===== src/rtl/core/float_fixed_wire_converter_macros.svh =====
// Assertion helpers for the converter RTL.
`ifndef FLOAT_FIXED_WIRE_CONVERTER_MACROS_SVH
`define FLOAT_FIXED_WIRE_CONVERTER_MACROS_SVH

// Antecedent implies consequent on the next edge, off during reset.
`define FFWC_ASSERT_NEXT(label, clk, rst_n, ante, cons) \
    label: assert property (@(posedge clk) disable iff (!rst_n) (ante) |=> (cons)) \
        else $error("assertion failed");

// Antecedent implies consequent on the same edge, off during reset.
`define FFWC_ASSERT_SAME(label, clk, rst_n, ante, cons) \
    label: assert property (@(posedge clk) disable iff (!rst_n) (ante) |-> (cons)) \
        else $error("assertion failed");

`endif


===== src/rtl/core/ffwc_pkg.sv =====
package ffwc_pkg;

    localparam logic CMD_FLT2FIX = 1'b0;
    localparam logic CMD_FIX2FLT = 1'b1;

    localparam logic [7:0] EXP_LIMIT = 8'd142;
    localparam logic [7:0] EXP_POINT = 8'd134;

    typedef struct packed {
        logic [31:0] result;
        logic        out_of_range;
    } conv_out_t;

endpackage


===== src/rtl/core/ffwc_convert.sv =====
// Combinational conversion datapath for both directions.
module ffwc_convert
(
    input  logic                command,
    input  logic [31:0]         value,
    output ffwc_pkg::conv_out_t conv
);

    // float to fixed
    logic        f_neg;
    logic [7:0]  f_ex;
    logic [7:0]  f_exe;
    logic [23:0] f_sig;
    logic [7:0]  f_rsh;
    logic [5:0]  f_lsh;
    logic [54:0] f_wide;
    logic [30:0] f_q;
    logic        f_g;
    logic        f_st;
    logic [30:0] f_mag;
    logic [31:0] f_res;
    logic        f_oor;

    always_comb
    begin
        f_neg = value[31];
        f_ex  = value[30:23];
        f_sig = (f_ex != 8'd0) ? {1'b1, value[22:0]} : {1'b0, value[22:0]};
        f_exe = (f_ex != 8'd0) ? f_ex : 8'd1;
        f_oor = (f_ex >= ffwc_pkg::EXP_LIMIT);
        f_lsh = 6'd0;
        f_rsh = 8'd0;
        if (f_exe >= ffwc_pkg::EXP_POINT)
            f_lsh = 6'(f_exe - ffwc_pkg::EXP_POINT);
        else
            f_rsh = ffwc_pkg::EXP_POINT - f_exe;
        // value with 24 guard bits below the binary point
        f_wide = ({31'd0, f_sig} << f_lsh) << 24;
        if (f_rsh > 8'd30)
            f_wide = 55'd0;
        else
            f_wide = f_wide >> f_rsh[4:0];
        // shifts of 25..30 lose bits beyond the guard range: sticky covers them
        f_q  = f_wide[54:24];
        f_g  = f_wide[23];
        f_st = (f_wide[22:0] != 23'd0)
            || ((f_rsh > 8'd24) && (f_rsh <= 8'd30)
                && ((f_sig & ((24'd1 << (f_rsh[4:0] - 5'd24)) - 24'd1)) != 24'd0));
        f_mag = f_q + 31'(f_g && (f_st || f_q[0]));
        f_res = {f_neg && (value[30:0] != 31'd0), f_mag};
        if (f_oor)
            f_res = 32'd0;
    end

    // fixed to float
    logic [30:0] x_mag;
    logic [4:0]  x_p;
    logic [30:0] x_norm;
    logic [23:0] x_sig;
    logic        x_g;
    logic        x_st;
    logic [24:0] x_rnd;
    logic [31:0] x_res;

    always_comb
    begin
        x_mag = value[30:0];
        x_p   = 5'd0;
        for (int i = 0; i < 31; i++)
            if (x_mag[i])
                x_p = 5'(i);
        x_norm = x_mag << (5'd30 - x_p);
        x_sig  = x_norm[30:7];
        x_g    = x_norm[6];
        x_st   = (x_norm[5:0] != 6'd0);
        x_rnd  = {1'b0, x_sig} + 25'(x_g && (x_st || x_sig[0]));
        // hidden bit of x_rnd carries into the exponent field
        x_res  = {1'b0, 8'({3'd0, x_p} + 8'd110), 23'd0} + {7'd0, x_rnd};
        x_res[31] = value[31];
        if (x_mag == 31'd0)
            x_res = {value[31], 31'd0};
    end

    always_comb
    begin
        unique case (command)
            ffwc_pkg::CMD_FLT2FIX:
            begin
                conv.result       = f_res;
                conv.out_of_range = f_oor;
            end
            ffwc_pkg::CMD_FIX2FLT:
            begin
                conv.result       = x_res;
                conv.out_of_range = 1'b0;
            end
            default:
            begin
                conv.result       = 32'd0;
                conv.out_of_range = 1'b0;
            end
        endcase
    end

endmodule


===== src/rtl/core/float_fixed_wire_converter.sv =====
// channel | signals                   | direction
// in      | valid, stall, command/value | into block
// out     | out_valid, out_stall, result/out_of_range | out of block
// One item per cycle when not stalled; registers: input, then result.
// Conversion logic sits between the two registers; no state beyond them.
// rst_n clears only the valid flags.
// An output stall holds the result; input is taken when a stage frees up.
`include "float_fixed_wire_converter_macros.svh"
module float_fixed_wire_converter
(
    input  logic        clk,
    input  logic        rst_n,
    input  logic        valid,
    output logic        stall,
    input  logic        command,
    input  logic [31:0] value,
    output logic        out_valid,
    input  logic        out_stall,
    output logic [31:0] result,
    output logic        out_of_range
);

    logic        in_v_reg;
    logic        in_cmd_reg;
    logic [31:0] in_val_reg;
    logic        o_v_reg;
    ffwc_pkg::conv_out_t o_reg;
    ffwc_pkg::conv_out_t conv;
    logic        o_free;
    logic        in_free;

    ffwc_convert u_conv
    (
        .command (in_cmd_reg),
        .value   (in_val_reg),
        .conv    (conv)
    );

    assign o_free  = !o_v_reg || !out_stall;
    assign in_free = !in_v_reg || o_free;
    assign stall   = !in_free;

    always_ff @(posedge clk or negedge rst_n)
    begin
        if (!rst_n)
        begin
            in_v_reg <= 1'b0;
            o_v_reg  <= 1'b0;
        end
        else
        begin
            if (in_free)
                in_v_reg <= valid;
            if (o_free)
                o_v_reg <= in_v_reg;
        end
    end

    always_ff @(posedge clk)
    begin
        if (in_free && valid)
        begin
            in_cmd_reg <= command;
            in_val_reg <= value;
        end
        if (o_free && in_v_reg)
            o_reg <= conv;
    end

    assign out_valid    = o_v_reg;
    assign result       = o_reg.result;
    assign out_of_range = o_reg.out_of_range;

    `FFWC_ASSERT_NEXT(a_hold, clk, rst_n, out_valid && out_stall, out_valid && $stable(result))
    `FFWC_ASSERT_SAME(a_oor_zero, clk, rst_n, out_valid && out_of_range, result == 32'd0)
    `FFWC_ASSERT_NEXT(a_move, clk, rst_n, in_v_reg && !stall && !out_stall, out_valid)

endmodule


===== config.mk =====
export PLATFORM = sky130hd
export DESIGN_NAME = float_fixed_wire_converter
export DESIGN_NICKNAME = d
export VERILOG_FILES = /design/src/rtl/core/ffwc_pkg.sv /design/src/rtl/core/ffwc_convert.sv /design/src/rtl/core/float_fixed_wire_converter.sv
export VERILOG_INCLUDE_DIRS = /design/src /design/src/rtl/core
export SDC_FILE = /design/constraint.sdc
export NUM_CORES = 1
export LEC_CHECK = 0
export ABC_AREA = 1
export BUFFER_PORTS_ARGS = -buffer_cell sky130_fd_sc_hd__buf_2
export CAP_MARGIN = 20
export CELL_PAD_IN_SITES_DETAIL_PLACEMENT = 1
export CELL_PAD_IN_SITES_GLOBAL_PLACEMENT = 1
export CORE_UTILIZATION = 43
export CTS_CLUSTER_DIAMETER = 50
export DETAILED_ROUTE_END_ITERATION = 6
export PLACE_DENSITY_LB_ADDON = 0.3
export SLEW_MARGIN = 20
export SYNTH_ARGS = -nofsm -noshare
export SYNTH_HDL_FRONTEND = slang
export SYNTH_SLANG_ARGS = --single-unit
export TNS_END_PERCENT = 5

===== constraint.sdc =====
create_clock -name clk -period 7.3 [get_ports clk]
set_clock_uncertainty 0.2 [all_clocks]
set_input_delay 0.365 -clock clk [delete_from_list [all_inputs] [get_ports clk]]
set_output_delay 0.365 -clock clk [all_outputs]
set_load 0.05 [all_outputs]

[Word level (Yosys, flattened, before mapping)]
Cells that the tools add are included.
Word-level totals
  register bits after elaboration: 68
  output and inout port bits: 35
  word-level logic and storage cells: 86
Operators by class
  add/subtract/negate cells: 9
  order comparisons: 5
  shift operators: 4
  multiplexer cells: 38
  bitwise logic cells: 2
  reductions and logical operators: 22
Operator list (count)
  5-bit 2-to-1 mux: 15
  33-bit case mux with 2 select lines: 1
  55-bit 2-to-1 mux: 1
  55-bit by 5-bit right shift with 55-bit output: 1
  32-bit 2-to-1 mux: 1
  4-bit 2-to-1 mux: 8
  31-bit by 1-bit adder with 31-bit output: 1
  31-bit by 25-bit adder with 31-bit output: 1
  31-bit zero test: 1
  31-bit 2-to-1 mux: 1
  31-bit nonzero test: 1
  24-bit by 6-bit left shift with 31-bit output: 1
  31-bit by 5-bit left shift with 31-bit output: 1
  24-bit by 1-bit adder with 25-bit output: 1
  24-bit AND: 1
  24-bit 2-to-1 mux: 1
  24-bit nonzero test: 1
  1-bit by 5-bit left shift with 24-bit output (first input constant): 1
  24-bit by 1-bit subtractor with 24-bit output (second input constant): 1
  23-bit nonzero test: 1
  8-bit greater-or-equal comparator (second input constant): 2
  8-bit by 5-bit greater-than comparator with 1-bit output (second input constant): 2
  8-bit 2-to-1 mux: 2
  3-bit 2-to-1 mux: 4
  15 further kinds: 29

[Longest topological paths before layout]
Gate-level depths: netlist (run 1).
  depth after elaboration: 39
  depth in mapped cells: 52
  mapped depth without buffers: 49

[By module]
Synthesis (run 1) repeated with hierarchy kept, for this count alone.
Second synthesis, totals
  cells, all modules: 1570
  area total of the unflattened synthesis: 9252.6 sq um
Modules (own cells, without submodules)
  ffwc_convert: instances 1, cells an instance 1492, area each 7175.6 sq um, seq. area each 0.0 sq um
  float_fixed_wire_converter: instances 1, cells an instance 78, area each 2077.0 sq um, seq. area each 2031.9 sq um

[Least setup slack after synthesis (run 1)]
OpenSTA, ideal clock, no wires.
  path kind: register -> register
  start point: reg in_val_reg[2]
  end point: reg o_reg, in the netlist result[24] (data pin)
  arrival time: 4.699 ns
  data required time: 6.846 ns
  setup slack: 2.147 ns
  cell stages (with the launch flop): 50
  path buffers: 5
  cells stage by stage: edfxtp_1 > inv_1 > nand2_1 > nand2_1 > nand2_1 > nand2_1 > nand2_1 > nand2_1 > nand2_1 > nand2_1 > nand2_1 > nand2_1 > nand2_1 > nand2_1 > nand2_1 > nand2_1 > nand2_1 > nand2_1 > [14 not listed] > inv_1 > clkbuf_1 > clkbuf_1 > a21oi_1 > o31ai_1 > o21ai_0 > o21ai_0 > inv_1 > ha_1 > inv_1 > nor2_1 > nand2_1 > nor2_1 > nand3_1 > nand2_1 > nand2_1 > nand3_1 > nand2_1
RTL lines
  from (decl): RTL line float_fixed_wire_converter.sv:25  | logic [31:0] in_val_reg;
  from (signal assigned): RTL line float_fixed_wire_converter.sv:64  | in_val_reg <= value;
  to (signal assigned): RTL line float_fixed_wire_converter.sv:67  | o_reg <= conv;
  to (decl): RTL line float_fixed_wire_converter.sv:27  | ffwc_pkg::conv_out_t o_reg;

==> results of run 1 <==
==> layout make-up <==
type | count | share of cell area, %
inverter | 138 | 5.21
sequential | 68 | 20.1
timing repair buffer | 110 | 7.14
tap | 270 | 3.35
clock inverter | 7 | 0.980
multi-input combinational | 1280 | 61.0
clock buffer | 9 | 2.23
==> kinds of logic after synthesis <==
family / Yosys count
and+or+nand+nor: 1000
AOI/OAI and AO/OA: 262
buffers and inverters: 211
DFF: 68
adders and majority gates: 8
muxes: 7
xor gates and xnor gates: 3
==> metal layers <==
layer / routed length [um] / up-vias
met4: 1190 / 0
met3: 1740 / 70
met5: 0 / -
met2: 17600 / 359
li1: - / 5353
met1: 16800 / 5207
==> layout by cell type (no fill, tap or decap), types with 6 or more instances in the layout <==
master / Yosys / final
buf_4: 1 / 17
inv_2: 13 / 13
o21ai_1: 100 / 99
nand2_2: 9 / 9
a21oi_1: 32 / 31
o21ai_2: 17 / 18
dlygate4sd3_1: 0 / 21
nand3_1: 271 / 271
nand4_1: 19 / 19
a31oi_1: 8 / 8
nor2_2: 14 / 15
clkbuf_16: 0 / 9
o22ai_2: 6 / 6
o21ai_0: 55 / 55
nor3_1: 22 / 22
o22ai_1: 11 / 11
edfxtp_1: 66 / 66
mux2i_1: 7 / 7
nor2_1: 140 / 139
o211ai_1: 10 / 10
buf_2: 18 / 71
nand2_1: 494 / 494
inv_1: 122 / 122
ha_1: 8 / 8
==> metrics by stage <==
step / cell area, um2 / worst slack (ns) / hold slack, ns / std cells / power, uW
finish: 10100 / 1.20 / -0.00124 / 1882 / 2280
global route: 10100 / 0.587 / 0.00129 / 1882 / 2410
CTS: 10100 / 1.34 / 0.000814 / 1881 / 2250
detailed placement: 9530 / 1.44 / -0.0461 / 1844 / 1750
global placement: 9530 / 1.60 / -0.0486 / 1844 / 1730
floorplan: 9030 / 2.15 / -0.131 / 1559 / 1400
==> power by group <==
part / switching, uW / internal, uW / leakage, uW / total [uW]
combinational: 925 / 339 / 0.00368 / 1260
clock: 192 / 301 / 0.000156 / 493
sequential: 29.2 / 491 / 0.000663 / 520
total: 1150 / 1130 / 0.00450 / 2280
==> worst max path at each step <==
stage,start,end,slack (ns)
after floorplan,in_val_reg[2],result[24],2.15
after global placement,in_val_reg[2],result[25],1.60
after detailed placement,in_val_reg[2],result[16],1.44
after CTS,in_val_reg[2],result[16],1.34
after global routing,in_val_reg[2],result[16],0.59
final,in_val_reg[5],result[16],1.20
==> worst register-to-register path, delay by kind of cell, from the launching register on <==
family / cells / cell delay, ns
AO/OA/AOI/OAI: 1 / 0.08
adder cells (fa/ha/maj): 2 / 0.54
buffers and inverters: 3 / 0.92
flip-flops: 1 / 0.44
AND/OR/NAND/NOR: 35 / 3.67
==> what timing repair did <==
item	CTS	global route
hold buffers	21	0
hold endpoints to repair	22	0
buffers inserted	0	0
==> results.toml, run 1 <==
[routing]
via_per_inst = 5.84
drt-wirelength-per-cell_um = 19.8
drcViolationCount = 0
routed_wl_um = 37300
ant_nets = 0
dr.pass1.iters = 5
num_vias = 11000
drt_iter0_markers = 801

[placement]
numPortBuffers = 71
place_hpwl_um = 29600
place_congestion = 0.971

[global_routing]
grt_pass1_wl_um = 58900
grt_start_max_net_pins = 46
antenna_found_initial = 0
busiest_layer = "met2"
grt_usage_pct = 34.8
grt_overflow = 0
grt_use_met1_pct = 46.2
grt_util_met2_pct = 59.1
first_global_vias = 10900
grt.met3_usage_pct = 3.45

[timing]
setup_violations = 0
period_share_pct = 83.5
slew_viol_final = 0
fin_crit_ns = 6.10
fin_hold_ws_ns = -0.00124
hold_viol_final = 2
slew_headroom_pct = 36.7
rsz0062_at_grt = "false"
worst_pin_slew_ns = 0.949
fin_setup_tns_ns = 0
max_freq_mhz = 164

[logic_synthesis]
synth_area_leader_cell = "edfxtp_1"
syn_area_um2 = 9030
yosysWarnings = 0
yosysUniqueCellTypes = 56
synth_top_family_by_area = "simple AND/OR/NAND/NOR gates"
synth_ff_type = "edfxtp_1"
synth-simple-area-share_pct = 48.6
yosysMostFrequentCell = "nand2_1"
synth_compound_area_share_pct = 17.1
muxShareOfSynthArea_pct = 0.776
yosys.area_share.adder_pct = 1.11
synthArstFlopShare_pct = 2.94
ys_ff_latch = 68
synth_top_area_share_pct = 22.0
synthTopCellsByCount = "494 x nand2_1, 271 x nand3_1, 140 x nor2_1"
ys_top_cells_by_area = "edfxtp_1 22%, nand2_1 21%, nand3_1 15%"
synth_fp_nets = 1604
synth_cells = 1559
synth_xor_xnor_area_share_pct = 0.291
synth-edff-count = 66
avgSynthCellArea_um2 = 5.79
seq_area_frac_synth_pct = 22.5

[cells_and_area]
fillerInstances = 2946
layout.nets = 1652
seqCellArea_um2 = 2030
layout-drive-gt1-share_pct = 11.6
area_growth_pct = 11.8
final_core_util_pct = 49.4
multi_input_area_um2 = 6150
antenna_cells = 0

[floorplanning]
die_w_um = 147
io_pins = 72
core_area_um2 = 20400
die_y_um = 147
start_util_pct = 44.2
fp-row-count = 52
dieArea_um2 = 21600

[power_and_ir_drop]
power_density_nw_per_um2 = 226
p_leak_uw = 0.00450
vdd_drop_max_mv = 0.124

[setup_path]
reg2reg_depth = 41
cp_num_cells = 41
cp.required_ns = 7.20
critPathLaunchType = "flop"
crit_top_cell = "nand2_1"
path_buf_inv = 3
rrSetupSlack_ns = 1.20
critPathTopFamily = "simple AND/OR/NAND/NOR gates"
critPathArrivalTime_ns = 6.00
slowest_delay_ns = 0.44
criticalPathCategory = "flop to flop"
r2r-start = "in_val_reg[5]"
slowest_stage = "edfxtp_1"
crit_fanout = 28
r2r_end = "result[16]"
crit_path_end_kind = "flop"

[status]
failed_checks = "hold timing"
status = "finished with violations"

[cts]
ctsHtreeMaxLevel = 3
numClockSinks = 68
clkLatencyLatePin_ns = 0.35
cts_inserted_buffers = 9
cts_tree = "yes"
clock_path_buffers = 2
clkTransAtPathRegs_ns = 0.06
cts_root_buf = "clkbuf_16"
post_cts_resized = 0

[min_path]
hold_start = "value[30]"
hold_path_end = "in_val_reg[30]"
hold_path.class = "input pin to flop"
hold_depth = 1

[run]
drv_cap = 0
No activity file was read; power rests on OpenSTA's default activity.
==> run 2: changes to the inputs <==
--- a/config.mk
+++ b/config.mk
@@ -11,7 +11,7 @@
 export CAP_MARGIN = 20
 export CELL_PAD_IN_SITES_DETAIL_PLACEMENT = 1
 export CELL_PAD_IN_SITES_GLOBAL_PLACEMENT = 1
-export CORE_UTILIZATION = 43
+export CORE_UTILIZATION = 39
 export CTS_CLUSTER_DIAMETER = 50
 export DETAILED_ROUTE_END_ITERATION = 6
 export PLACE_DENSITY_LB_ADDON = 0.3
==> constraint.sdc (replaced) <==
create_clock -name clk -period 5.1 [get_ports clk]
set_clock_uncertainty 0.2 [all_clocks]
set_input_delay 0.255 -clock clk [delete_from_list [all_inputs] [get_ports clk]]
set_output_delay 0.255 -clock clk [all_outputs]
set_load 0.05 [all_outputs]
==> results.toml, run 2 (same netlist as run 1, synthesis figures left out) <==
[routing]
wl_met1_um = 17400
top_layer_used = "met4"
dr.pass1.iters = 5
ant_nets = 0
num_vias = 11600
routed_wl_um = 40900
drcViolationCount = 0
drt-wirelength-per-cell_um = 20.6
drt_iter0_markers = 981
via_per_inst = 5.83
wl_met3_um = 2130
dr_wl_met2_um = 19600

[placement]
place_congestion = 0.978
place_hpwl_um = 30500
dpl-instance-area_um2 = 9900
numPortBuffers = 71
numPlacedInstances = 1903

[cells_and_area]
layout-drive-gt1-share_pct = 19.5
design_area_um2 = 11300
layout_commonest_cell = "nand2_1"
fillerInstances = 3125
layout.cells.non_filler = 1989
layout.nets = 1744
final_cell_mix = "489 x nand2_1, 263 x nand3_1, 121 x nor2_1"
area_growth_pct = 25.4
antenna_cells = 0

[power_and_ir_drop]
p_leak_uw = 0.00504
power_density_nw_per_um2 = 309
vdd_drop_max_mv = 0.182

[timing]
setup_violations = 0
period_share_pct = 97.9
max_freq_mhz = 200
fin_crit_ns = 4.99
rsz0062_at_grt = "true"
worst_pin_slew_ns = 1.08
hold_viol_final = 0
slew_headroom_pct = 28.0
slew_viol_final = 0
fin_hold_ws_ns = 0.0114

[setup_path]
critPathArrivalTime_ns = 4.89
slowest_delay_ns = 0.44
crit_top_cell = "nand2_1"
startpoint = "in_val_reg[28]"
crit_fanout = 11
criticalPathCategory = "flop to flop"
slowest_stage = "edfxtp_1"
crit_path_end_kind = "flop"
critPathLaunchType = "flop"
path_buf_inv = 3
r2r-start = "in_val_reg[28]"
cp.required_ns = 5.00
critPathTopFamily = "simple AND/OR/NAND/NOR gates"

[floorplanning]
fp-row-count = 55
dieArea_um2 = 23800
core_area_um2 = 22600
io_pins = 72
die_y_um = 154
die_w_um = 154
start_util_pct = 39.9

[cts]
clkTransAtPathRegs_ns = 0.07
ctsHtreeMaxLevel = 3
clock_path_buffers = 2
numClockSinks = 68
cts_root_buf = "clkbuf_16"
cts_inserted_buffers = 9
cts_tree = "yes"
clkLatencyLatePin_ns = 0.35

[global_routing]
first_global_vias = 11100
grt_overflow = 0
grt_start_max_net_pins = 46
antenna_found_initial = 0
grt_pass1_wl_um = 60500
grt_usage_pct = 32.7

[status]
status = "finished, final reports clean"

[run]
drv_cap = 0

[min_path]
hold_path.class = "input pin to asynchronous set/reset pin"
run 2: changes by cell type in the layout (fill, tap and decap cells not counted), moves of 7 or more:
cell / previous run / this run
buf_4: 17 / 81
o21ai_1: 99 / 82
nor2_4: 4 / 17
o21ai_2: 18 / 41
nand3_1: 271 / 263
dlygate4sd3_1: 21 / 36
nor2_1: 139 / 121
inv_1: 122 / 115
nand3_2: 1 / 9
run 2: power breakdown:
part           switching [uW]  leakage, uW  internal (uW)
registers                31.6     0.000663            702
logic                    1440      0.00422            614
clock network             288     0.000154            432
total                    1760      0.00504           1750
run 2: routing by layer:
metal  global-route usage (%)  vias up
li1                         -     5554
met4                     13.1        0
met1                     42.3     5540
met5                        0        -
met2                     55.7      419
met3                     3.38       92
run 2: final cells by class:
cell class	count	area [um2]	area share, %
Multi-Input combinational cell	1284	6560	57.9
Sequential cell	68	2030	17.9
Timing Repair Buffer	198	1500	13.3
Inverter	138	551	4.86
Tap cell	285	357	3.15
Clock buffer	9	225	1.99
Clock inverter	7	97.6	0.862
run 2: worst register-to-register path, delay by kind of cell (launching register included):
| family | cells | cell delay [ns] |
|---|---|---|
| DFF | 1 | 0.44 |
| AOI/OAI and AO/OA | 7 | 0.90 |
| buffers and inverters | 3 | 0.31 |
| and+or+nand+nor | 23 | 2.71 |
| adders and majority gates | 1 | 0.19 |
run 2: worst paths after layout:
| kind | endpoint | slack, ns | cells past startpoint |
|---|---|---|---|
| worst min-delay path | in_v_reg | 0.01 | 2 |
| max in group asynchronous | out_valid | 4.59 | 2 |
| worst max-delay path | result[22] | 0.11 | 34 |
| worst min register to register | out_valid | 0.33 | 2 |
| worst max register to register | result[22] | 0.11 | 34 |
| min in group clk | out_valid | 0.33 | 2 |
run 2: metrics by stage:
stage	TNS [ns]	utilization (%)	setup slack (ns)	total power, uW
CTS	0	46.8	0.0182	3300
finish	0	50.0	0.109	3500
global placement	0	43.7	0.142	2530
global route	-2.12	50.0	-0.251	3700
detailed placement	0	43.7	0.0268	2560
floorplan	0	-	0.0248	2010
run 2: what timing repair did:
| item | CTS | global route |
|---|---|---|
| hold buffers | 36 | 0 |
| resized for setup | 3 | 115 |
| setup buffers | 0 | 28 |
| setup endpoints to repair | 3 | 25 |
| pin swaps | 0 | 32 |
| hold endpoints to repair | 37 | 0 |
| cloned | 0 | 6 |
==> run 3: changes to the inputs <==
==> constraint.sdc (replaced) <==
create_clock -name clk -period 5.1 [get_ports clk]
set_clock_uncertainty 0.2 [all_clocks]
set_input_delay 1.02 -clock clk [delete_from_list [all_inputs] [get_ports clk]]
set_output_delay 1.02 -clock clk [all_outputs]
set_load 0.05 [all_outputs]
==> results.toml, run 3 (same netlist as run 1, synthesis figures left out) <==
[status]
status = "finished, final reports clean"

[routing]
ant_nets = 0
dr.pass1.iters = 5
drcViolationCount = 0
drt_iter0_markers = 1006
drt-wirelength-per-cell_um = 20.8
via_per_inst = 5.96
routed_wl_um = 40800
num_vias = 11700

[floorplanning]
start_util_pct = 39.9
core_area_um2 = 22600
die_w_um = 154
dieArea_um2 = 23800
fp-row-count = 55
die_y_um = 154
io_pins = 72

[cells_and_area]
final_cell_mix = "479 x nand2_1, 252 x nand3_1, 117 x nor2_1"
layout_commonest_cell = "nand2_1"
area_growth_pct = 23.6
antenna_cells = 0
layout.nets = 1714
layout-drive-gt1-share_pct = 21.3

[placement]
place_hpwl_um = 30800
pre_cts_slack_ns = 0.00820
place_congestion = 0.977
numPortBuffers = 71

[global_routing]
grt_start_max_net_pins = 46
first_global_vias = 11200
antenna_found_initial = 0
grt_overflow = 0
grt_usage_pct = 32.3
grt_pass1_wl_um = 59900

[timing]
worst_pin_slew_ns = 1.08
slew_viol_final = 0
max_freq_mhz = 199
setup_slack_ns = 0.0709
fin_crit_ns = 5.03
hold_viol_final = 0
slew_headroom_pct = 28.1
period_share_pct = 98.6
setup_violations = 0
rsz0062_at_grt = "true"

[setup_path]
slowest_delay_ns = 0.39
path_buf_inv = 4
slowest_stage = "edfxtp_1"
crit_top_cell = "nand2_1"
crit_fanout = 11
critPathArrivalTime_ns = 4.93
criticalPathCategory = "flop to flop"
cp_num_cells = 35
cp.required_ns = 5.00
critPathTopFamily = "simple AND/OR/NAND/NOR gates"
reg2reg_depth = 35
critPathLaunchType = "flop"
crit_path_end_kind = "flop"

[cts]
cts_root_buf = "clkbuf_16"
cts_tree = "yes"
cts_inserted_buffers = 9
postCtsHoldBufs = 0
ctsHtreeMaxLevel = 3
clkLatencyLatePin_ns = 0.35
numClockSinks = 68
clock_path_buffers = 2
clkTransAtPathRegs_ns = 0.06

[power_and_ir_drop]
power_density_nw_per_um2 = 317
power_uw = 3540
vdd_drop_max_mv = 0.172
p_leak_uw = 0.00496

[run]
drv_cap = 0

[min_path]
hold_path.class = "input pin to asynchronous set/reset pin"
==> run 3: worst register-to-register path: cells and delay by family, from the launching register on <==
| kind | cells | cell delay (ns) |
|---|---|---|
| flops | 1 | 0.39 |
| fa+ha+maj | 1 | 0.18 |
| simple gates | 22 | 2.45 |
| compound gates | 8 | 1.11 |
| buf+inv | 4 | 0.45 |
==> run 3: worst paths after layout <==
kind | startpoint | to | slack, ns
min | rst_n | in_v_reg | 0.24
max in group asynchronous | rst_n | out_valid | 4.37
min reg2reg | in_v_reg | out_valid | 0.32
max | in_val_reg[25] | result[22] | 0.07
max reg2reg | in_val_reg[25] | result[22] | 0.07
min in group clk | in_v_reg | out_valid | 0.32
==> run 3: per-layer routing <==
metal	routed length (um)	vias to the layer above	GRT usage, %
met4	1690	0	11.9
met2	19400	476	54.8
met3	2220	112	3.55
met1	17500	5599	42.2
met5	0	-	0
li1	-	5486	-
==> run 3: where the power goes <==
part | leakage, uW | internal [uW] | switching [uW]
clock | 0.000154 | 431 | 283
sequential | 0.000663 | 703 | 31.3
combinational | 0.00415 | 621 | 1470
==> run 3: cell type report <==
class | count | area, um2
inverter | 138 | 551
sequential | 68 | 2030
clock buffer | 9 | 225
multi-input combinational | 1283 | 6650
clock inverter | 7 | 97.6
fill | 3099 | 11500
tap | 285 | 357
timing repair buffer | 169 | 1250
==> run 3: timing repair <==
action                     in CTS  in global routing
setup buffers                   2                 31
setup endpoints to repair       5                 27
gates resized for setup         7                134
cloned                          0                  7
pin swaps                       1                 42
==> run 3: stage by stage <==
stage          hold WS, ns  utilization, %  cell area [um2]  setup TNS [ns]  instances
2_1_floorplan        0.233               -             9030               0       1559
3_3_place_gp         0.272            43.7             9900               0       1903
3_5_place_dp         0.306            43.7             9900               0       1903
4_1_cts              0.236            45.3            10300               0       1921
5_1_grt              0.231            49.3            11200           -1.80       1959
6_report             0.237            49.3            11200               0       1959
